File: src/kmerge_pkg.sv
`default_nettype none

package kmerge_pkg;

  // Field widths fixed by the item and result formats
  localparam int OP_BITS        = 2;
  localparam int SOURCE_BITS    = 6;
  localparam int KEY_FIELD_BITS = 16;
  localparam int CHUNK_BITS     = 16;
  localparam int STATUS_BITS    = 2;
  localparam int CFG_INDEX_BITS = 2;
  localparam int CFG_DATA_BITS  = 16;

  // Default sizing
  localparam int MAX_SOURCES_DEF = 64;
  localparam int KEY_BITS_DEF    = 16;

  // Operation codes
  localparam logic [OP_BITS-1:0] OP_INSERT = 2'd0;
  localparam logic [OP_BITS-1:0] OP_POP    = 2'd1;
  localparam logic [OP_BITS-1:0] OP_FINISH = 2'd2;

  // Status codes
  localparam logic [STATUS_BITS-1:0] STATUS_OK    = 2'd0;
  localparam logic [STATUS_BITS-1:0] STATUS_EMPTY = 2'd1;
  localparam logic [STATUS_BITS-1:0] STATUS_FULL  = 2'd2;

  // Register indexes
  localparam logic [CFG_INDEX_BITS-1:0] REG_ASCENDING    = 2'd0;
  localparam logic [CFG_INDEX_BITS-1:0] REG_CHUNK_LENGTH = 2'd1;

  // Register reset values
  localparam logic                  ASCENDING_RST    = 1'b1;
  localparam logic [CHUNK_BITS-1:0] CHUNK_LENGTH_RST = 16'd1024;

endpackage

`default_nettype wire

File: src/kmerge_if.sv
`default_nettype none

// Input item channel
interface kmerge_item_if;
  logic                                 valid;
  logic                                 ready;
  logic [kmerge_pkg::OP_BITS-1:0]        op;
  logic [kmerge_pkg::SOURCE_BITS-1:0]    source_id;
  logic [kmerge_pkg::KEY_FIELD_BITS-1:0] head_key;

  modport source (output valid, op, source_id, head_key, input ready);
  modport sink (input valid, op, source_id, head_key, output ready);
endinterface

// Result channel
interface kmerge_result_if;
  logic                                 valid;
  logic                                 ready;
  logic [kmerge_pkg::SOURCE_BITS-1:0]    winner_source;
  logic [kmerge_pkg::KEY_FIELD_BITS-1:0] winner_key;
  logic                                 chunk_end;
  logic [kmerge_pkg::CHUNK_BITS-1:0]     chunk_records;
  logic [kmerge_pkg::STATUS_BITS-1:0]    status;

  modport source (output valid, winner_source, winner_key, chunk_end, chunk_records, status,
                  input ready);
  modport sink (input valid, winner_source, winner_key, chunk_end, chunk_records, status,
                output ready);
endinterface

// Register write channel
interface kmerge_cfg_if;
  logic                                 valid;
  logic                                 ready;
  logic [kmerge_pkg::CFG_INDEX_BITS-1:0] index;
  logic [kmerge_pkg::CFG_DATA_BITS-1:0]  data;

  modport source (output valid, index, data, input ready);
  modport sink (input valid, index, data, output ready);
endinterface

`default_nettype wire

File: src/kway_merge_by_key_chunked.sv
// K-way merge engine with chunk counting.
// Channels: item (op, source_id, head_key) in, result out, cfg for register
// writes (index 0 ascending_order, 1 chunk_length); cfg is always ready.
// One result beat per item. Insert, finish, unknown ops and a pop on an
// empty store go from accept straight to the emit state. A pop over n
// pending entries (best at slot b) scans the entry memory one slot per
// cycle, then moves every slot after b down one place, each by a read and
// then a write; a closing read, the count update and the emit follow.
// item.ready is high only between items; a new item is taken while the
// last result still sits in the output register. If the receiver stalls,
// the next finished result waits in the sequencer until the output
// register frees, and no further item is taken meanwhile.
// Reset (rst, synchronous) empties the store, clears the chunk counter and
// restores the registers to ascending order and chunk length 1024. The
// entry memory is not cleared: the fill count tracks the live slots.
`default_nettype none

module kway_merge_by_key_chunked #(
  parameter int MAX_SOURCES = kmerge_pkg::MAX_SOURCES_DEF,
  parameter int KEY_BITS    = kmerge_pkg::KEY_BITS_DEF
) (
  input logic            clk,
  input logic            rst,
  kmerge_item_if.sink    item,
  kmerge_result_if.source result,
  kmerge_cfg_if.sink     cfg
);

  localparam int IW = $clog2(MAX_SOURCES);
  localparam int CW = $clog2(MAX_SOURCES + 1);
  localparam logic [CW-1:0] MAX_COUNT = CW'(MAX_SOURCES);

  typedef struct packed {
    logic [kmerge_pkg::SOURCE_BITS-1:0] src;
    logic [KEY_BITS-1:0]                key;
  } entry_t;

  typedef enum logic [2:0] {
    S_IDLE, S_SCAN, S_SHIFT_RD, S_SHIFT_WR, S_POP_END, S_EMIT
  } state_t;

  state_t state;

  // Registers
  logic                                  ascending;
  logic [kmerge_pkg::CHUNK_BITS-1:0]     chunk_length;
  logic [kmerge_pkg::CHUNK_BITS-1:0]     records;
  logic [CW-1:0]                         count;
  logic [IW-1:0]                         scan_idx;
  logic [IW-1:0]                         best_idx;
  logic [IW-1:0]                         sh_idx;
  logic [KEY_BITS-1:0]                   best_key;
  logic [kmerge_pkg::SOURCE_BITS-1:0]    best_src;

  // Pending result
  logic [kmerge_pkg::SOURCE_BITS-1:0]    res_src;
  logic [kmerge_pkg::KEY_FIELD_BITS-1:0] res_key;
  logic                                  res_end;
  logic [kmerge_pkg::CHUNK_BITS-1:0]     res_rec;
  logic [kmerge_pkg::STATUS_BITS-1:0]    res_status;

  // Entry memory
  entry_t        mem [MAX_SOURCES];
  entry_t        rd_data;
  logic [IW-1:0] mem_raddr;
  logic          mem_we;
  logic [IW-1:0] mem_waddr;
  entry_t        mem_wdata;

  logic                              accept;
  logic [KEY_BITS-1:0]               key_in;
  logic                              cand_wins;
  logic                              scan_last;
  logic                              shift_more;
  logic                              not_full;
  logic [kmerge_pkg::CHUNK_BITS-1:0] rec_inc;
  logic [kmerge_pkg::CHUNK_BITS-1:0] limit;

  assign item.ready = (state == S_IDLE);
  assign cfg.ready  = 1'b1;
  assign accept     = item.valid && item.ready;
  assign key_in     = KEY_BITS'(item.head_key);
  assign not_full   = (count < MAX_COUNT);

  // Compare unit: first slot seeds, later slots win only when strictly better
  assign cand_wins = (scan_idx == '0) ||
                     (ascending ? (rd_data.key < best_key) : (rd_data.key > best_key));
  assign scan_last  = ((CW'(scan_idx) + CW'(1)) == count);
  assign shift_more = ((CW'(sh_idx) + CW'(1)) < count);

  // Chunk counter
  assign rec_inc = records + kmerge_pkg::CHUNK_BITS'(1);
  assign limit   = (chunk_length == '0) ? kmerge_pkg::CHUNK_BITS'(1) : chunk_length;

  // Memory read address
  always_comb begin
    unique case (state)
      S_SCAN:     mem_raddr = scan_idx + IW'(1);
      S_SHIFT_RD: mem_raddr = sh_idx + IW'(1);
      default:    mem_raddr = '0;
    endcase
  end

  // Memory write: append on insert, move down during the shift
  always_comb begin
    if (state == S_SHIFT_WR) begin
      mem_we    = 1'b1;
      mem_waddr = sh_idx;
      mem_wdata = rd_data;
    end else begin
      mem_we        = accept && (item.op == kmerge_pkg::OP_INSERT) && not_full;
      mem_waddr     = IW'(count);
      mem_wdata.src = item.source_id;
      mem_wdata.key = key_in;
    end
  end

  always_ff @(posedge clk) begin
    if (mem_we) begin
      mem[mem_waddr] <= mem_wdata;
    end
    rd_data <= mem[mem_raddr];
  end

  // Sequencer, registers and output register
  always_ff @(posedge clk) begin
    if (rst) begin
      state        <= S_IDLE;
      count        <= '0;
      records      <= '0;
      ascending    <= kmerge_pkg::ASCENDING_RST;
      chunk_length <= kmerge_pkg::CHUNK_LENGTH_RST;
      result.valid <= 1'b0;
    end else begin
      if (cfg.valid) begin
        unique case (cfg.index)
          kmerge_pkg::REG_ASCENDING:    ascending <= cfg.data[0];
          kmerge_pkg::REG_CHUNK_LENGTH: chunk_length <= cfg.data;
          default: ;
        endcase
      end

      // Taken beat frees the output register; S_EMIT handles its own reload
      if (result.valid && result.ready && (state != S_EMIT)) begin
        result.valid <= 1'b0;
      end

      unique case (state)
        S_IDLE: begin
          if (accept) begin
            res_src    <= '0;
            res_key    <= '0;
            res_end    <= 1'b0;
            res_rec    <= '0;
            res_status <= kmerge_pkg::STATUS_OK;
            state      <= S_EMIT;
            case (item.op)
              kmerge_pkg::OP_INSERT: begin
                if (not_full) begin
                  count <= count + CW'(1);
                end else begin
                  res_status <= kmerge_pkg::STATUS_FULL;
                end
              end
              kmerge_pkg::OP_POP: begin
                if (count == '0) begin
                  res_status <= kmerge_pkg::STATUS_EMPTY;
                end else begin
                  scan_idx <= '0;
                  state    <= S_SCAN;
                end
              end
              kmerge_pkg::OP_FINISH: begin
                if (records != '0) begin
                  res_end <= 1'b1;
                  res_rec <= records;
                  records <= '0;
                end
              end
              default: ;
            endcase
          end
        end
        S_SCAN: begin
          if (cand_wins) begin
            best_idx <= scan_idx;
            best_key <= rd_data.key;
            best_src <= rd_data.src;
          end
          if (scan_last) begin
            sh_idx <= cand_wins ? scan_idx : best_idx;
            state  <= S_SHIFT_RD;
          end else begin
            scan_idx <= scan_idx + IW'(1);
          end
        end
        S_SHIFT_RD: begin
          state <= shift_more ? S_SHIFT_WR : S_POP_END;
        end
        S_SHIFT_WR: begin
          sh_idx <= sh_idx + IW'(1);
          state  <= S_SHIFT_RD;
        end
        S_POP_END: begin
          count   <= count - CW'(1);
          res_src <= best_src;
          res_key <= kmerge_pkg::KEY_FIELD_BITS'(best_key);
          if (rec_inc >= limit) begin
            res_end <= 1'b1;
            res_rec <= rec_inc;
            records <= '0;
          end else begin
            records <= rec_inc;
          end
          state <= S_EMIT;
        end
        S_EMIT: begin
          if (!result.valid || result.ready) begin
            result.valid         <= 1'b1;
            result.winner_source <= res_src;
            result.winner_key    <= res_key;
            result.chunk_end     <= res_end;
            result.chunk_records <= res_rec;
            result.status        <= res_status;
            state                <= S_IDLE;
          end
        end
        default: state <= S_IDLE;
      endcase
    end
  end

endmodule

`default_nettype wire

File: src/flat_wrapper.sv
// flat-port wrapper written by rule: the top's interface ports become plain ports
module kway_merge_by_key_chunked_flat 
#(
  parameter int MAX_SOURCES = kmerge_pkg::MAX_SOURCES_DEF,
  parameter int KEY_BITS    = kmerge_pkg::KEY_BITS_DEF
)
  (clk, rst, item_valid, item_op, item_source_id, item_head_key, item_ready, result_valid, result_winner_source, result_winner_key, result_chunk_end, result_chunk_records, result_status, result_ready, cfg_valid, cfg_index, cfg_data, cfg_ready);
  kmerge_item_if item_i ();
  kmerge_result_if result_i ();
  kmerge_cfg_if cfg_i ();
  input logic clk;
  input logic rst;
  input wire logic [$bits(item_i.valid)-1:0] item_valid;
  input wire logic [$bits(item_i.op)-1:0] item_op;
  input wire logic [$bits(item_i.source_id)-1:0] item_source_id;
  input wire logic [$bits(item_i.head_key)-1:0] item_head_key;
  output wire logic [$bits(item_i.ready)-1:0] item_ready;
  output wire logic [$bits(result_i.valid)-1:0] result_valid;
  output wire logic [$bits(result_i.winner_source)-1:0] result_winner_source;
  output wire logic [$bits(result_i.winner_key)-1:0] result_winner_key;
  output wire logic [$bits(result_i.chunk_end)-1:0] result_chunk_end;
  output wire logic [$bits(result_i.chunk_records)-1:0] result_chunk_records;
  output wire logic [$bits(result_i.status)-1:0] result_status;
  input wire logic [$bits(result_i.ready)-1:0] result_ready;
  input wire logic [$bits(cfg_i.valid)-1:0] cfg_valid;
  input wire logic [$bits(cfg_i.index)-1:0] cfg_index;
  input wire logic [$bits(cfg_i.data)-1:0] cfg_data;
  output wire logic [$bits(cfg_i.ready)-1:0] cfg_ready;
  assign item_i.valid = item_valid;
  assign item_i.op = item_op;
  assign item_i.source_id = item_source_id;
  assign item_i.head_key = item_head_key;
  assign item_ready = item_i.ready;
  assign result_valid = result_i.valid;
  assign result_winner_source = result_i.winner_source;
  assign result_winner_key = result_i.winner_key;
  assign result_chunk_end = result_i.chunk_end;
  assign result_chunk_records = result_i.chunk_records;
  assign result_status = result_i.status;
  assign result_i.ready = result_ready;
  assign cfg_i.valid = cfg_valid;
  assign cfg_i.index = cfg_index;
  assign cfg_i.data = cfg_data;
  assign cfg_ready = cfg_i.ready;
  kway_merge_by_key_chunked #(.MAX_SOURCES(MAX_SOURCES), .KEY_BITS(KEY_BITS)) u_core (.clk(clk), .rst(rst), .item(item_i), .result(result_i), .cfg(cfg_i));
endmodule
File: config.mk
export PLATFORM = sky130hd
export DESIGN_NAME = kway_merge_by_key_chunked_flat
export DESIGN_NICKNAME = d
export VERILOG_FILES = /design/src/kmerge_pkg.sv /design/src/kmerge_if.sv /design/src/kway_merge_by_key_chunked.sv /design/src/flat_wrapper.sv
export SDC_FILE = /design/constraint.sdc
export NUM_CORES = 2
export LEC_CHECK = 0
export BUFFER_PORTS_ARGS = -buffer_cell sky130_fd_sc_hd__buf_2
export CAP_MARGIN = 20
export CORE_MARGIN = 4
export CORE_UTILIZATION = 60
export CTS_CLUSTER_SIZE = 25
export DETAILED_ROUTE_END_ITERATION = 16
export HOLD_SLACK_MARGIN = 0.12
export PLACE_DENSITY = 0.74
export SLEW_MARGIN = 20
export SYNTH_ARGS = -nofsm -noshare
export SYNTH_HDL_FRONTEND = slang
export SYNTH_SLANG_ARGS = --single-unit
File: constraint.sdc
create_clock -name clk -period 13.82 [get_ports clk]
set_input_delay 0.691 -clock clk [delete_from_list [all_inputs] [get_ports clk]]
set_output_delay 0.691 -clock clk [all_outputs]
set_load 0.02 [all_outputs]
# == Word-level counts from Yosys, hierarchy flattened ==
# Memories as Yosys holds them, arrays and structs flattened. A register that Yosys moved wholly into a read port is not among the register bits.
# Cells that the tools add are included.
# word_totals
ff_bits,166
ramBits,1408
in_bits,47
out_inout_bits,44
elab_cells,139
n_memories,1
# classes
addsub,7
order_cmp,5
eq_ne,21
n_mux,52
bitwise_logic,1
n_reduce_logical,31
# mem_list
memory,words,word_bits,read_ports,rd_clocked_by_memory_dff,wr,line_no,rtl
u_core.mem,64,22,1,1,1,kway_merge_by_key_chunked.sv:63,entry_t mem [MAX_SOURCES];
# op_table
op,n
2-to-1 mux 16 bit,10
case mux 16 bit (2 select lines),3
2-to-1 mux 6 bit,8
case mux 6 bit (2 select lines),4
2-to-1 mux 22 bit,1
2-to-1 mux 7 bit,3
2-to-1 mux 3 bit,6
case mux 3 bit (6 select lines),1
AND reduction 3 bit,6
adder 16 x 1 -> 16 bit (second input constant),1
>= comparator 16 bit,1
greater-than comparator 16 bit,1
logical NOT 16 bit,1
less-than comparator 16 bit,1
inequality test 2 bit (second input constant),8
nonzero test 16 bit,1
adder 6 x 1 -> 7 bit (second input constant),2
case mux 7 bit (2 select lines),1
adder 6 x 1 -> 6 bit (second input constant),2
2-to-1 mux 1 bit,12
AND reduction 4 bit,3
adder 7 x 1 -> 7 bit (second input constant),1
== test 7 bit,1
logical NOT 7 bit,1
other kinds (23),38

# == Longest topological paths before layout ==
# depth
word_depth,7
ltp_mapped,15
depth_no_buf,13

# == Worst setup path before layout ==
# OpenSTA, ideal clock, no wires.
# synth_path
kind,register to register
from,register u_core.state[0]
to,"memory u_core.mem[0][0] (netlist bit), data pin"
setup_ns,0.702
arrival_ns,3.959
required_ns,13.118
setup_slack_ns,9.158
path_stages_with_launch,6
n_path_buf,3
synth_period_minus_slack_ns,4.662
path_cell_list,dfxtp_1 buf_2 buf_1 nand3_1 clkbuf_1 o21ai_0
# synth_rtl
item,line_no,rtl
from (decl),kway_merge_by_key_chunked.sv:42,state_t state;
from (signal assigned),kway_merge_by_key_chunked.sv:198,state <= shift_more ? S_SHIFT_WR : S_POP_END;
to (decl),kway_merge_by_key_chunked.sv:63,

# == Worst setup path in the final report ==
# layout_path
from,register u_core.scan_idx[0]
to,register u_core.rd_data[19] (netlist name)
# layout_via
elab_chain_cells,2
# layout_rtl
item,line_no,rtl
from (decl),kway_merge_by_key_chunked.sv:49,logic [IW-1:0] scan_idx;
from (signal assigned),kway_merge_by_key_chunked.sv:194,scan_idx <= scan_idx + IW'(1);
adder 6 x 1 -> 6 bit,kway_merge_by_key_chunked.sv:98,S_SCAN: mem_raddr = scan_idx + IW'(1);
case mux 6 bit (2 select lines),kway_merge_by_key_chunked.sv:97,unique case (state)
# Every way passes these cells.
# A chain may end at the register's enable or synchronous reset.

==> out/qor.csv <==
metric;value;unit
PostCTS Resize Cnt;0;
H-tree levels;4;
final hold viol count;0;
CTS tree;done;
status;completed;
Syn Nets;4861;
r2r setup slk;7540;ps
final setup TNS;0;ps
WS Path Type;flop to flop;
pin count of the biggest net entering global routing;185;
Post-DP Area;66200;sq um
post-synth top area share;71.9;%
worst skew pair latency;760;ps
RSZ-0062 raised after global routing;false;
worst-path cell chain;inv_1 -> ha_1 -> nand4bb_2 -> buf_4 -> and2_4 -> buf_4 -> buf_4 -> nand2_1 -> o22ai_1 -> o31ai_1 -> or4b_1;
ant diodes;0;
Tot Pwr;11.1;mW
synth warn;0;
Die Ht;334;um
Crit Path Max Fanout;98;
Max Root-Sink Buffers;3;
Layout area overhead;11.6;%
total power divided by cell area;155;nW/um^2
Clock Tree Root;clkbuf_16;
crit share post-route;45.4;%
main flop type after synthesis;edfxtp_1;
Post-synth EDFFs;1530;
final WL;171;mm
layout cells sized above 1;11.1;%
Post-Place Cells;6063;
final cell count without fillers;6347;
vias;40900;
most frequent CP cell;buf_4;
commonest non-fill, non-tap cell in the layout;edfxtp_1;
1st-pass router iterations;6;
row cnt;119;
Setup-failing EPs final;0;
CP max-delay cell;buf_4;
Residual DRC;0;
Tightest Pin Transition;1180;ps
I/O pins;91;
library cells used by synthesis;70;
f_max;159;MHz
final core occ;67.6;%
die area;112000;sq um
die width;334;um
maxcap violations;0;
initial DRC count;6498;
Initial Util;60.6;%
CP Launch Type;flop;
Critical Path Max Stage Delay;960;ps
post-synth top area cell;edfxtp_1;
WP data required;14450;ps
Total Routing Usage GR;30.3;%
Leak;24.5;nW
Worst Skew;27.0;ps
IO Port Bufs;89;
Final Cell Area;71300;sq um
Antenna Violating Nets Remaining;0;
Synth Instances;4765;
Synth area leaders;edfxtp_1 (72%), nand2_1 (7.5%), nand3_1 (2.7%), mux2i_1 (2.3%), dfxtp_1 (2.1%);
async set-reset flop share out of synthesis;0;%
fillers;6978;
min-delay src;cfg_data[10];
Post-Synthesis Cell Area;63900;sq um
slew margin rel.;20.5;%
core footprint;106000;sq um
Setup Fix Bufs, Post-CTS;0;
Hold Path Depth;2;
worst hold path type;input port to flop;
grt ovf;0;
Worst EP arrival;6910;ps
register area share after synthesis;73.9;%
dpl hpwl;96.1;mm
FF-to-FF path depth;11;
CTS Hold Bufs;0;
type of element capturing the critical path;flop;
# nets final;4925;
first-pass GRT wire length;251;mm
vias in the first global route;39000;
Crit Reg-Reg Endpoint;u_core.rd_data[19];
# clock sinks;1596;
Via density;6.44;
synthesized area per cell;13.4;sq um
initial antenna violation count;10;
#FFs+latches synth;1596;
worst r2r src;u_core.scan_idx[0];
CTS Buf Count;155;
Final Max Tran Viols;0;
Final min period;6280;ps
most frequent cells in the layout;edfxtp_1 (1530), nand2_1 (1261), nand3_1 (339);
hold-critical path endpoint;u_core.chunk_length[10];
placer congestion estimate;0.932;
Peak VDD IR;0.128;mV
clk slew on worst S/H paths;60;ps
WL per Instance;26.9;um
-- worst max path at each step --
stage	depth (start not counted)	slack, ps	endpoint	startpoint
after floorplan	5	9160	u_core.mem[0][0]	u_core.state[0]
final	11	7540	u_core.rd_data[19]	u_core.scan_idx[0]
after detailed placement	11	7710	u_core.rd_data[19]	u_core.scan_idx[0]
after global routing	11	7230	u_core.rd_data[19]	u_core.scan_idx[0]
after CTS	11	7690	u_core.rd_data[19]	u_core.scan_idx[0]
after global placement	11	7680	u_core.rd_data[19]	u_core.scan_idx[0]
-- cell type report --
class	count	area (sq um)	area share, %
flip-flops and latches	1596	47300	66.2
multi-input cells	2816	15700	22.0
clock buffers	192	4140	5.81
well taps	1391	1740	2.44
repair buffers	198	1270	1.79
clock inverters	92	966	1.35
inverters	62	233	0.326
-- layer usage --
metal	GRT usage [%]	part of all wire, %	vias up
met5	0	0.0076	-
met4	13.8	5.0	2
met3	5.35	11	385
met2	47.0	46	2646
met1	42.6	38	20000
li1	-	-	17800
-- worst max-delay path: cells and delay by family (launching register included) --
kind | cells | cell delay [ps]
and+or+nand+nor | 4 | 2220
AOI/OAI and AO/OA | 2 | 550
buffers and inverters | 4 | 2240
DFF | 1 | 670
adders and majority gates | 1 | 350
-- through the flow --
step                      hold slack [ps]  worst slack [ps]
after detailed placement              405              7710
after global placement                403              7680
final                                 159              7540
after floorplan                       400              9160
after CTS                             127              7690
after global routing                  151              7230
-- cell usage after synthesis (18+ instances only) --
| cell | n |
|---|---|
| edfxtp_1 | 1530 |
| nand2_1 | 1283 |
| nand3_1 | 339 |
| clkbuf_1 | 191 |
| mux2i_1 | 144 |
| nor2_1 | 143 |
| and3_1 | 102 |
| a311oi_1 | 68 |
| dfxtp_1 | 66 |
| o22ai_1 | 63 |
| buf_2 | 62 |
| inv_1 | 61 |
| a21oi_1 | 59 |
| nand4_1 | 54 |
| a211oi_1 | 53 |
| a22oi_1 | 51 |
| o21ai_0 | 51 |
| o31ai_1 | 49 |
| a31oi_1 | 48 |
| ha_1 | 48 |
| a32oi_1 | 45 |
| buf_1 | 26 |
| a32o_1 | 21 |
| or4b_1 | 20 |
| xnor2_1 | 18 |
-- state kept, by name, indices dropped and copies added (netlist names), 7 cells and up --
register,count
u_core.best_key,16
u_core.rd_data,22
u_core.records,16
u_core.result.winner_key,16
u_core.res_rec,16
u_core.res_key,16
u_core.chunk_length,16
u_core.mem,1408
u_core.result.chunk_records,16
u_core.count,7
-- power breakdown --
part | internal (mW) | switching [mW] | total (mW)
Combinational | 0.367 | 0.959 | 1.33
Sequential | 5.40 | 0.0916 | 5.49
Clock | 2.49 | 1.76 | 4.25
-- kinds of logic after synthesis --
kind of cell	after synthesis	synth area share, %
adder cells (fa/ha/maj)	49	0.971
buffers and inverters	353	2.26
XOR/XNOR	23	0.315
flip-flops	1596	73.9
AO/OA/AOI/OAI	567	6.37
multiplexers	153	2.41
other	1	0.00587
AND/OR/NAND/NOR	2023	13.7
Power figures use the tool's default switching activity.
